===== config.mk =====
export PLATFORM = sky130hd
export DESIGN_NAME = blocked_record_deframer
export DESIGN_NICKNAME = d
export VERILOG_FILES = /design/src/rtl/brd_pkg.sv /design/src/rtl/brd_fifo.sv /design/src/rtl/brd_front.sv /design/src/rtl/brd_div.sv /design/src/rtl/brd_back.sv /design/src/rtl/blocked_record_deframer.sv
export SDC_FILE = /design/constraint.sdc
export NUM_CORES = 1
export LEC_CHECK = 0
export BUFFER_PORTS_ARGS = -buffer_cell sky130_fd_sc_hd__buf_2
export CORE_ASPECT_RATIO = 0.7
export CORE_MARGIN = 2
export CORE_UTILIZATION = 42
export DETAILED_ROUTE_END_ITERATION = 6
export SYNTH_ARGS = -nofsm -noshare
export SYNTH_HDL_FRONTEND = slang
export SYNTH_HIERARCHICAL = 1
export SYNTH_SLANG_ARGS = --single-unit

===== constraint.sdc =====
create_clock -name clk_i -period 4.4 [get_ports clk_i]
set_input_delay 0.66 -clock clk_i [delete_from_list [all_inputs] [get_ports clk_i]]
set_output_delay 0.66 -clock clk_i [all_outputs]
set_load 0.05 [all_outputs]

===== src/rtl/brd_pkg.sv =====
// brd_pkg: shared types, codes and sizes of the blocked record deframer
// no dependencies; imported by every module of the block except the generic queue
`timescale 1ns / 1ps

package brd_pkg;

  // default sizes handed to the top level parameters
  localparam int CountBitsDef  = 40;
  localparam int QueueDepthDef = 2;

  // register and field widths
  localparam int TotalW      = 40;
  localparam int ElemBytesW  = 10;
  localparam int MaxRecW     = 16;
  localparam int CfgDataW    = 40;
  localparam int CfgIdxW     = 2;
  localparam int ByteW       = 8;
  localparam int StatusW     = 3;

  // record markers and the count divider
  localparam int HeadBits    = 32;
  localparam int DivBits     = HeadBits - 1;
  localparam int DivCntW     = $clog2(DivBits);
  localparam int MarkerIdxW  = 2;
  localparam logic [MarkerIdxW-1:0] MarkerLast = 2'd3;

  // register reset values
  localparam logic [TotalW-1:0]     TotalRst     = 40'd1;
  localparam logic [ElemBytesW-1:0] ElemBytesRst = 10'd4;
  localparam logic [MaxRecW-1:0]    MaxRecRst    = 16'd1000;

  typedef enum logic [CfgIdxW-1:0] {
    CFG_TOTAL       = 2'd0,
    CFG_ELEM_BYTES  = 2'd1,
    CFG_MAX_PER_REC = 2'd2
  } cfg_idx_e;

  typedef enum logic [StatusW-1:0] {
    ST_DATA          = 3'd0,
    ST_DONE          = 3'd1,
    ST_BAD_COUNT     = 3'd2,
    ST_WRONG_NUM     = 3'd3,
    ST_TAIL_MISMATCH = 3'd4
  } status_e;

  typedef enum logic {
    OP_BYTE    = 1'b0,
    OP_RESTART = 1'b1
  } op_e;

  typedef struct packed {
    logic             action;
    logic [ByteW-1:0] in_byte;
  } in_t;

  typedef struct packed {
    logic [ByteW-1:0]      out_byte;
    logic [ElemBytesW-1:0] byte_in_element;
    logic                  last_of_element;
    logic                  last_of_record;
    status_e               status;
  } out_t;

  // classified request handed from the front to the back
  typedef struct packed {
    op_e              op;
    logic [ByteW-1:0] data;
  } cmd_t;

endpackage


===== src/rtl/brd_fifo.sv =====
// brd_fifo: small first-word-fall-through queue of any width
// no dependencies; used for the command queue and the result queue
`timescale 1ns / 1ps

module brd_fifo #(
  parameter int WIDTH = 8,
  parameter int DEPTH = 2
) (
  input  logic             clk_i,
  input  logic             rst_ni,
  input  logic             push_i,
  input  logic [WIDTH-1:0] wdata_i,
  output logic             full_o,
  input  logic             pop_i,
  output logic             empty_o,
  output logic [WIDTH-1:0] rdata_o
);

  localparam int PtrW = (DEPTH > 1) ? $clog2(DEPTH) : 1;
  localparam int CntW = $clog2(DEPTH + 1);

  logic [WIDTH-1:0] mem_q [DEPTH];
  logic [PtrW-1:0]  wr_ptr_q, wr_ptr_d;
  logic [PtrW-1:0]  rd_ptr_q, rd_ptr_d;
  logic [CntW-1:0]  cnt_q, cnt_d;
  logic             do_push, do_pop;

  assign full_o  = (cnt_q == CntW'(DEPTH));
  assign empty_o = (cnt_q == '0);
  assign do_push = push_i && !full_o;
  assign do_pop  = pop_i && !empty_o;
  assign rdata_o = mem_q[rd_ptr_q];

  always_comb begin
    wr_ptr_d = wr_ptr_q;
    rd_ptr_d = rd_ptr_q;
    cnt_d    = cnt_q;
    if (do_push) begin
      wr_ptr_d = (wr_ptr_q == PtrW'(DEPTH - 1)) ? '0 : wr_ptr_q + 1'b1;
    end
    if (do_pop) begin
      rd_ptr_d = (rd_ptr_q == PtrW'(DEPTH - 1)) ? '0 : rd_ptr_q + 1'b1;
    end
    if (do_push && !do_pop) begin
      cnt_d = cnt_q + 1'b1;
    end else if (do_pop && !do_push) begin
      cnt_d = cnt_q - 1'b1;
    end
  end

  always_ff @(posedge clk_i or negedge rst_ni) begin
    if (!rst_ni) begin
      wr_ptr_q <= '0;
      rd_ptr_q <= '0;
      cnt_q    <= '0;
    end else begin
      wr_ptr_q <= wr_ptr_d;
      rd_ptr_q <= rd_ptr_d;
      cnt_q    <= cnt_d;
    end
  end

  always_ff @(posedge clk_i) begin
    if (do_push) begin
      mem_q[wr_ptr_q] <= wdata_i;
    end
  end

endmodule


===== src/rtl/brd_front.sv =====
// brd_front: takes input requests, classifies them and queues them for the back
// depends on brd_pkg and brd_fifo
`timescale 1ns / 1ps

module brd_front #(
  parameter int QUEUE_DEPTH = brd_pkg::QueueDepthDef
) (
  input  logic         clk_i,
  input  logic         rst_ni,
  input  logic         push_i,
  input  brd_pkg::in_t in_i,
  output logic         full_o,
  output logic         cmd_valid_o,
  output brd_pkg::cmd_t cmd_o,
  input  logic         cmd_pop_i
);

  import brd_pkg::*;

  cmd_t cmd_in;
  logic cmd_empty;

  // restart or plain stream byte
  always_comb begin
    cmd_in.op   = in_i.action ? OP_RESTART : OP_BYTE;
    cmd_in.data = in_i.in_byte;
  end

  brd_fifo #(
    .WIDTH ($bits(cmd_t)),
    .DEPTH (QUEUE_DEPTH)
  ) u_cmd_fifo (
    .clk_i   (clk_i),
    .rst_ni  (rst_ni),
    .push_i  (push_i),
    .wdata_i (cmd_in),
    .full_o  (full_o),
    .pop_i   (cmd_pop_i),
    .empty_o (cmd_empty),
    .rdata_o (cmd_o)
  );

  assign cmd_valid_o = !cmd_empty;

endmodule


===== src/rtl/brd_div.sv =====
// brd_div: restoring divider, one quotient bit per cycle, for the record byte count
// depends on brd_pkg
`timescale 1ns / 1ps

module brd_div (
  input  logic                               clk_i,
  input  logic                               rst_ni,
  input  logic                               start_i,
  input  logic [brd_pkg::DivBits-1:0]        dividend_i,
  input  logic [brd_pkg::ElemBytesW-1:0]     divisor_i,
  output logic                               busy_o,
  output logic [brd_pkg::DivBits-1:0]        quotient_o
);

  import brd_pkg::*;

  logic                  busy_q, busy_d;
  logic [DivCntW-1:0]    cnt_q, cnt_d;
  logic [ElemBytesW-1:0] rem_q, rem_d;
  logic [DivBits-1:0]    quo_q, quo_d;
  logic [ElemBytesW:0]   trial;
  logic                  q_bit;

  // quo_q shifts dividend bits out at the top and quotient bits in at the bottom
  assign trial = {rem_q, quo_q[DivBits-1]};
  assign q_bit = (trial >= {1'b0, divisor_i});

  always_comb begin
    busy_d = busy_q;
    cnt_d  = cnt_q;
    rem_d  = rem_q;
    quo_d  = quo_q;
    if (start_i) begin
      busy_d = 1'b1;
      cnt_d  = DivCntW'(DivBits - 1);
      rem_d  = '0;
      quo_d  = dividend_i;
    end else if (busy_q) begin
      rem_d = q_bit ? ElemBytesW'(trial - {1'b0, divisor_i}) : trial[ElemBytesW-1:0];
      quo_d = {quo_q[DivBits-2:0], q_bit};
      if (cnt_q == '0) begin
        busy_d = 1'b0;
      end else begin
        cnt_d = cnt_q - 1'b1;
      end
    end
  end

  always_ff @(posedge clk_i or negedge rst_ni) begin
    if (!rst_ni) begin
      busy_q <= 1'b0;
      cnt_q  <= '0;
    end else begin
      busy_q <= busy_d;
      cnt_q  <= cnt_d;
    end
  end

  always_ff @(posedge clk_i) begin
    rem_q <= rem_d;
    quo_q <= quo_d;
  end

  assign busy_o     = busy_q;
  assign quotient_o = quo_q;

endmodule


===== src/rtl/brd_back.sv =====
// brd_back: record state machine; walks heads, element data and tails, reports status
// depends on brd_pkg and brd_div
`timescale 1ns / 1ps

module brd_back #(
  parameter int COUNT_BITS = brd_pkg::CountBitsDef
) (
  input  logic                           clk_i,
  input  logic                           rst_ni,
  input  logic                           cmd_valid_i,
  input  brd_pkg::cmd_t                  cmd_i,
  output logic                           cmd_pop_o,
  input  logic [brd_pkg::TotalW-1:0]     total_i,
  input  logic [brd_pkg::ElemBytesW-1:0] elem_bytes_i,
  input  logic [brd_pkg::MaxRecW-1:0]    max_per_rec_i,
  input  logic                           res_full_i,
  output logic                           res_push_o,
  output brd_pkg::out_t                  res_o
);

  import brd_pkg::*;

  localparam int CmpW = (COUNT_BITS > DivBits) ? COUNT_BITS : DivBits;

  typedef enum logic [7:0] {
    PH_HEAD      = 8'b0000_0001,
    PH_DIV       = 8'b0000_0010,
    PH_DATA      = 8'b0000_0100,
    PH_TAIL      = 8'b0000_1000,
    PH_DONE      = 8'b0001_0000,
    PH_ERR_COUNT = 8'b0010_0000,
    PH_ERR_NUM   = 8'b0100_0000,
    PH_ERR_TAIL  = 8'b1000_0000
  } phase_e;

  phase_e                phase_q, phase_d;
  logic [MarkerIdxW-1:0] mbi_q, mbi_d;
  logic [HeadBits-1:0]   head_q, head_d;
  logic [HeadBits-1:0]   tail_q, tail_d;
  logic [MaxRecW-1:0]    rel_q, rel_d;
  logic [ElemBytesW-1:0] ebi_q, ebi_d;
  logic [COUNT_BITS-1:0] left_q, left_d;

  logic                  div_start;
  logic                  div_busy;
  logic [DivBits-1:0]    quo;
  logic [CmpW-1:0]       num_w, left_w;
  logic [DivBits-1:0]    max_w;
  logic [COUNT_BITS-1:0] restart_left;
  logic                  last_el, last_rec;

  brd_div u_div (
    .clk_i      (clk_i),
    .rst_ni     (rst_ni),
    .start_i    (div_start),
    .dividend_i (head_d[DivBits-1:0]),
    .divisor_i  (elem_bytes_i),
    .busy_o     (div_busy),
    .quotient_o (quo)
  );

  assign num_w        = CmpW'(quo);
  assign left_w       = CmpW'(left_q);
  assign max_w        = DivBits'(max_per_rec_i);
  assign restart_left = COUNT_BITS'(total_i);
  assign last_el      = ({1'b0, ebi_q} + 1'b1) >= {1'b0, elem_bytes_i};
  assign last_rec     = last_el && (rel_q <= MaxRecW'(1));

  always_comb begin
    phase_d    = phase_q;
    mbi_d      = mbi_q;
    head_d     = head_q;
    tail_d     = tail_q;
    rel_d      = rel_q;
    ebi_d      = ebi_q;
    left_d     = left_q;
    div_start  = 1'b0;
    cmd_pop_o  = 1'b0;
    res_push_o = 1'b0;
    res_o      = '0;

    if (phase_q == PH_DIV) begin
      // element count known: range checks against the record maximum and what is due
      if (!div_busy && !res_full_i) begin
        if (quo > max_w) begin
          phase_d      = PH_ERR_COUNT;
          res_push_o   = 1'b1;
          res_o.status = ST_BAD_COUNT;
        end else if (((quo < max_w) && (num_w != left_w)) ||
                     ((quo == max_w) && (num_w > left_w))) begin
          phase_d      = PH_ERR_NUM;
          res_push_o   = 1'b1;
          res_o.status = ST_WRONG_NUM;
        end else begin
          left_d  = left_q - COUNT_BITS'(quo[MaxRecW-1:0]);
          rel_d   = quo[MaxRecW-1:0];
          ebi_d   = '0;
          tail_d  = '0;
          phase_d = (quo == '0) ? PH_TAIL : PH_DATA;
        end
      end
    end else if (cmd_valid_i && !res_full_i) begin
      cmd_pop_o = 1'b1;
      if (cmd_i.op == OP_RESTART) begin
        mbi_d  = '0;
        head_d = '0;
        tail_d = '0;
        rel_d  = '0;
        ebi_d  = '0;
        left_d = restart_left;
        if (restart_left == '0) begin
          phase_d      = PH_DONE;
          res_push_o   = 1'b1;
          res_o.status = ST_DONE;
        end else begin
          phase_d = PH_HEAD;
        end
      end else begin
        case (phase_q)
          PH_HEAD: begin
            head_d = {head_q[HeadBits-ByteW-1:0], cmd_i.data};
            if (mbi_q != MarkerLast) begin
              mbi_d = mbi_q + 1'b1;
            end else begin
              mbi_d = '0;
              if (head_d[HeadBits-1]) begin
                phase_d      = PH_ERR_COUNT;
                res_push_o   = 1'b1;
                res_o.status = ST_BAD_COUNT;
              end else begin
                div_start = 1'b1;
                phase_d   = PH_DIV;
              end
            end
          end
          PH_DATA: begin
            res_push_o            = 1'b1;
            res_o.out_byte        = cmd_i.data;
            res_o.byte_in_element = ebi_q;
            res_o.last_of_element = last_el;
            res_o.last_of_record  = last_rec;
            res_o.status          = ST_DATA;
            if (last_el) begin
              ebi_d = '0;
              if (rel_q != '0) begin
                rel_d = rel_q - 1'b1;
              end
              if (last_rec) begin
                rel_d   = '0;
                phase_d = PH_TAIL;
              end
            end else begin
              ebi_d = ebi_q + 1'b1;
            end
          end
          PH_TAIL: begin
            tail_d = {tail_q[HeadBits-ByteW-1:0], cmd_i.data};
            if (mbi_q != MarkerLast) begin
              mbi_d = mbi_q + 1'b1;
            end else begin
              mbi_d = '0;
              if (tail_d != head_q) begin
                phase_d      = PH_ERR_TAIL;
                res_push_o   = 1'b1;
                res_o.status = ST_TAIL_MISMATCH;
              end else if (left_q == '0) begin
                phase_d      = PH_DONE;
                res_push_o   = 1'b1;
                res_o.status = ST_DONE;
              end else begin
                head_d  = '0;
                phase_d = PH_HEAD;
              end
            end
          end
          PH_DONE: begin
            res_push_o   = 1'b1;
            res_o.status = ST_DONE;
          end
          PH_ERR_COUNT: begin
            res_push_o   = 1'b1;
            res_o.status = ST_BAD_COUNT;
          end
          PH_ERR_NUM: begin
            res_push_o   = 1'b1;
            res_o.status = ST_WRONG_NUM;
          end
          default: begin
            phase_d      = PH_ERR_TAIL;
            res_push_o   = 1'b1;
            res_o.status = ST_TAIL_MISMATCH;
          end
        endcase
      end
    end
  end

  always_ff @(posedge clk_i or negedge rst_ni) begin
    if (!rst_ni) begin
      phase_q <= PH_HEAD;
      mbi_q   <= '0;
      head_q  <= '0;
      tail_q  <= '0;
      rel_q   <= '0;
      ebi_q   <= '0;
      left_q  <= COUNT_BITS'(TotalRst);
    end else begin
      phase_q <= phase_d;
      mbi_q   <= mbi_d;
      head_q  <= head_d;
      tail_q  <= tail_d;
      rel_q   <= rel_d;
      ebi_q   <= ebi_d;
      left_q  <= left_d;
    end
  end

  a_no_push_when_full: assert property (@(posedge clk_i) disable iff (!rst_ni)
    res_push_o |-> !res_full_i)
    else $error("result pushed into a full queue");

  a_no_pop_while_dividing: assert property (@(posedge clk_i) disable iff (!rst_ni)
    (phase_q == PH_DIV) |-> !cmd_pop_o)
    else $error("request taken while the count divider runs");

  a_div_runs_after_start: assert property (@(posedge clk_i) disable iff (!rst_ni)
    div_start |=> (div_busy && phase_q == PH_DIV))
    else $error("divider not busy after head completed");

  a_status_fields_clear: assert property (@(posedge clk_i) disable iff (!rst_ni)
    (res_push_o && res_o.status != ST_DATA) |->
      (res_o.out_byte == '0 && res_o.byte_in_element == '0 &&
       !res_o.last_of_element && !res_o.last_of_record))
    else $error("status result carries data fields");

  a_record_end_is_element_end: assert property (@(posedge clk_i) disable iff (!rst_ni)
    (res_push_o && res_o.last_of_record) |-> res_o.last_of_element)
    else $error("record ended inside an element");

endmodule


===== src/rtl/blocked_record_deframer.sv =====
// blocked_record_deframer: top level; configuration registers, front, back, result queue
// depends on brd_pkg, brd_fifo, brd_front, brd_back
`timescale 1ns / 1ps

// how to use the block
//  - input side is a queue: drive in_i and raise push; the request is taken at a clock
//    edge where push is high and full is low. action 1 restarts a new array, action 0
//    carries one stream byte
//  - result side is a queue: while empty is low the oldest result sits on out_o; it is
//    taken at an edge where pop is high
//  - configuration: cfg_we_i writes cfg_wdata_i into register cfg_idx_i (0 total
//    elements, 1 element bytes, 2 max elements per record); write only while idle
//  - path: a data byte passes the request queue and then the result queue, both
//    registered, before it is on out_o and can be popped
//  - throughput: one stream byte per cycle in data and marker bytes while the result
//    queue has room; after the fourth byte of a non-negative record head the count
//    divider runs, one quotient bit per cycle, and the checks follow once it is idle;
//    only then is the next request taken (the front still queues)
//  - reset: registers go to 1 / 4 / 1000, both queues empty, waiting for a record head
//  - receiver stall: the result queue fills, the back end stops, the request queue fills
//    and full rises; nothing is dropped
module blocked_record_deframer #(
  parameter int COUNT_BITS  = brd_pkg::CountBitsDef,
  parameter int QUEUE_DEPTH = brd_pkg::QueueDepthDef
) (
  input  logic                         clk_i,
  input  logic                         rst_ni,
  // request queue
  input  logic                         push,
  input  brd_pkg::in_t                 in_i,
  output logic                         full,
  // result queue
  output logic                         empty,
  input  logic                         pop,
  output brd_pkg::out_t                out_o,
  // configuration write port
  input  logic                         cfg_we_i,
  input  logic [brd_pkg::CfgIdxW-1:0]  cfg_idx_i,
  input  logic [brd_pkg::CfgDataW-1:0] cfg_wdata_i
);

  import brd_pkg::*;

  // configuration registers
  logic [TotalW-1:0]     total_q;
  logic [ElemBytesW-1:0] elem_bytes_q;
  logic [MaxRecW-1:0]    max_rec_q;
  logic [ElemBytesW-1:0] elem_bytes_eff;

  // front to back
  logic cmd_valid;
  cmd_t cmd;
  logic cmd_pop;

  // back to result queue
  logic res_push;
  logic res_full;
  out_t res;

  always_ff @(posedge clk_i or negedge rst_ni) begin
    if (!rst_ni) begin
      total_q      <= TotalRst;
      elem_bytes_q <= ElemBytesRst;
      max_rec_q    <= MaxRecRst;
    end else if (cfg_we_i) begin
      case (cfg_idx_i)
        CFG_TOTAL:       total_q      <= cfg_wdata_i[TotalW-1:0];
        CFG_ELEM_BYTES:  elem_bytes_q <= cfg_wdata_i[ElemBytesW-1:0];
        CFG_MAX_PER_REC: max_rec_q    <= cfg_wdata_i[MaxRecW-1:0];
        default: begin
          // unused index, write ignored
        end
      endcase
    end
  end

  // zero element size counts as one byte
  assign elem_bytes_eff = (elem_bytes_q == '0) ? ElemBytesW'(1) : elem_bytes_q;

  brd_front #(
    .QUEUE_DEPTH (QUEUE_DEPTH)
  ) u_front (
    .clk_i       (clk_i),
    .rst_ni      (rst_ni),
    .push_i      (push),
    .in_i        (in_i),
    .full_o      (full),
    .cmd_valid_o (cmd_valid),
    .cmd_o       (cmd),
    .cmd_pop_i   (cmd_pop)
  );

  brd_back #(
    .COUNT_BITS (COUNT_BITS)
  ) u_back (
    .clk_i         (clk_i),
    .rst_ni        (rst_ni),
    .cmd_valid_i   (cmd_valid),
    .cmd_i         (cmd),
    .cmd_pop_o     (cmd_pop),
    .total_i       (total_q),
    .elem_bytes_i  (elem_bytes_eff),
    .max_per_rec_i (max_rec_q),
    .res_full_i    (res_full),
    .res_push_o    (res_push),
    .res_o         (res)
  );

  // result queue parts the back end from the receiver
  brd_fifo #(
    .WIDTH ($bits(out_t)),
    .DEPTH (QUEUE_DEPTH)
  ) u_res_fifo (
    .clk_i   (clk_i),
    .rst_ni  (rst_ni),
    .push_i  (res_push),
    .wdata_i (res),
    .full_o  (res_full),
    .pop_i   (pop),
    .empty_o (empty),
    .rdata_o (out_o)
  );

endmodule

==> reports/qor.csv <==
metric,value,unit
critPathLaunchType,register,
dpl.hpwl,34980,um
wire_per_inst,21.24,um
synth-edff-count,95,
final-max-slew-violation-count,0,
worstMarginPinSlew,1.030,ns
grt_max_degree,111,
final_core_util,47.75,%
synth.yosys.seq_area_share,46.98,%
r2r_start,u_back/ebi_q[0]$_DFFE_PN0P_,
dieArea,44110,sq um
drc,0,
cts_resized,0,
hold_violations,0,
cp.required,4.70,ns
whs,0.1911,ns
synthFlopType,dfrtp_1,
cpPeakStageDelay,0.59,ns
synth_warnings,6,
overflow,0,
p_per_area,784.7,nW/um^2
fmax,244.4,MHz
routed.top_layer,met4,
wl_met2,19910,um
status,"finished, final reports clean",
area_delta_synth_final,12.80,%
synth_top_cell_by_area,dfrtp_1,
initial_core_util,42.33,%
viasPerCell,5.869,
postCtsSetupRepairBufs,0,
cp_data_arrival_time,4.39,ns
leakagePower,8.766,nW
cp_cell_sequence,"ha_1, nand3_1, nor2_1, and3_1, xor2_1, ha_1, nand3_1, or2_2, o22ai_1, o21ai_0, nor4_2, buf_4, mux2_2",
clk_latency,0.55,ns
gp_congestion,0.8998,
fp.dieH,176.3,um
path_clk_slew,0.06,ns
coreArea,42090,sq um
fin_crit_sh,92.98,%
cts_made_buffers,35,
ys_ff_latch,317,
rsz0062_at_grt,false,
setup_viol,0,
wirelength,48730,um
crit_start,u_back/ebi_q[0]$_DFFE_PN0P_,
postCtsHoldBufs,0,
tritoncts,yes,
antenna_found_initial,0,
drive_above_1_share,22.33,%
die_w,250.2,um
wl_met1,24000,um
drt_iter0_markers,1333,
crit_slowest_cell,buf_4,
clock_sinks,317,
tns,0,ns
ant_nets,0,
io_buffers,80,
max-vdd-ir-drop,0.2985,mV
io_pins,81,
final_cell_mix,"202 x dfrtp_1, 118 x inv_1, 108 x mux2_2",
syn_area_per_cell,10.94,sq um
firstDrtPassIters,5,
grt_use_total,22.20,%
cts-root-buf,clkbuf_16,
syn_area,17820,sq um
synth_top_cell_area_share,28.37,%
worstSetupPathType,register to register,
total_power,15.77,mW
ff2ff_setup_slack,0.31,ns
route.met3.wl,3691,um
path_max_fanout,49,
post-route-min-period,4.091,ns
clock_path_buffers,3,
async_flop_share,66.88,%
ys_top_cells_by_area,"dfrtp_1 28%, edfxtp_1 16%, mux2_2 6.8%, ha_1 6.4%, xor2_1 2.7%",
final_common_cell,dfrtp_1,
num_antenna_cells,0,
grt_pass1_vias,13190,
fin_nets,1864,
hold_class,input port to asynchronous set/reset pin,
max-cap-violations,0,
synth_fp_nets,1777,
synth_cell_type_count,96,
vias,13460,
rows,63,
slew_headroom,30.42,%
grt_pass1_wl,76970,um
fin_worst_skew,0.02581,ns
synthCells,1628,
endpoint_kind,register,
htreeDepth,2,
nFillCells,3881,
-- cells by family (layout without fill, tap and decap cells) --
family,count (synthesis),in the layout,share of synthesized area (%)
AND/OR/NAND/NOR,408,408,12.20
AO/OA/AOI/OAI,390,390,15.94
flip-flops,317,317,46.98
buffers and inverters,199,313,4.993
multiplexers,145,145,9.494
adder cells (fa/ha/maj),93,93,6.615
XOR/XNOR,76,76,3.778
-- worst paths after layout --
| check | to | depth (start not counted) |
|---|---|---|
| worst min register to register | max_rec_q[14]$_DFFE_PN0P_ | 1 |
| min in group clk_i | u_front/u_cmd_fifo/mem_q[0][7]$_DFFE_PP_ | 1 |
| worst max register to register | u_back/u_div/quotient_o[30]$_DFFE_PP_ | 13 |
| worst max-delay path | u_back/u_div/quotient_o[30]$_DFFE_PP_ | 13 |
| max in group asynchronous | max_rec_q[8]$_DFFE_PN1P_ | 2 |
| worst min-delay path | max_rec_q[4]$_DFFE_PN0P_ | 1 |
-- layout make-up --
type	count	area, sq um	share of cell area [%]
Timing Repair Buffer	131	843.3	4.196
Inverter	118	442.9	2.204
Clock buffer	49	968.4	4.819
Clock inverter	15	198.9	0.9899
Sequential cell	317	8371	41.65
Multi-Input combinational cell	1112	8583	42.71
Tap cell	552	690.7	3.436
-- registers in the layout (all words and copies together) (netlist names), 5 cells and up --
name,cells
u_back/left_q,40
u_back/u_div/cnt_q,5
u_front/u_cmd_fifo/mem_q,18
u_back/ebi_q,10
elem_bytes_q,10
u_back/u_div/quotient_o,31
u_back/tail_q,24
u_back/head_q,32
u_res_fifo/mem_q,46
max_rec_q,16
u_back/rel_q,16
u_back/phase_q,8
u_back/u_div/rem_q,10
total_q,40
-- synthesized netlist by cell type (17+ instances only) --
library cell / instances
mux2_2: 108
inv_1: 118
ha_1: 91
o31ai_1: 23
clkbuf_1: 53
nor3_1: 34
nor4_1: 43
and2_1: 27
nand3_1: 31
or2_2: 17
nor2_1: 84
o22ai_1: 22
edfxtp_1: 95
a211oi_1: 20
nand4_1: 20
mux2_4: 19
nand2b_1: 18
o21ai_0: 53
a31oi_1: 17
a21o_1: 18
a22o_1: 38
nand2_1: 76
xnor2_1: 20
a21oi_1: 64
xor2_1: 55
dfrtp_1: 202
a22o_2: 25
-- per-stage QoR --
step	instance area (sq um)	std cells	setup WS, ns
final	20100	2294	0.3088
after global routing	20100	2294	0.007657
after CTS	20100	2294	0.3359
after detailed placement	18930	2230	0.3278
after global placement	18930	2230	0.5074
after floorplan	17820	1628	0.07484
-- power breakdown --
part	switching, mW	leakage, nW	total [mW]	internal [mW]
combinational	4.65	4.56	7.59	2.95
clock	1.28	0.563	3.03	1.75
sequential	1.01	3.65	5.15	4.14
-- worst max-delay path: cells and delay by family, from the launching register on --
| family | cells | cell delay (ns) |
|---|---|---|
| buffers and inverters | 1 | 0.59 |
| muxes | 1 | 0.41 |
| AOI/OAI and AO/OA | 2 | 0.36 |
| xor gates and xnor gates | 1 | 0.09 |
| DFF | 1 | 0.45 |
| adders and majority gates | 2 | 0.59 |
| and+or+nand+nor | 6 | 1.33 |
-- routing by layer --
| layer | up-vias | track usage [%] |
|---|---|---|
| li1 | 6231 | - |
| met1 | 6708 | 34.39 |
| met2 | 451 | 31.41 |
| met3 | 74 | 4.261 |
| met4 | 0 | 5.838 |
| met5 | - | 0 |
Power figures use the tool's default switching activity.
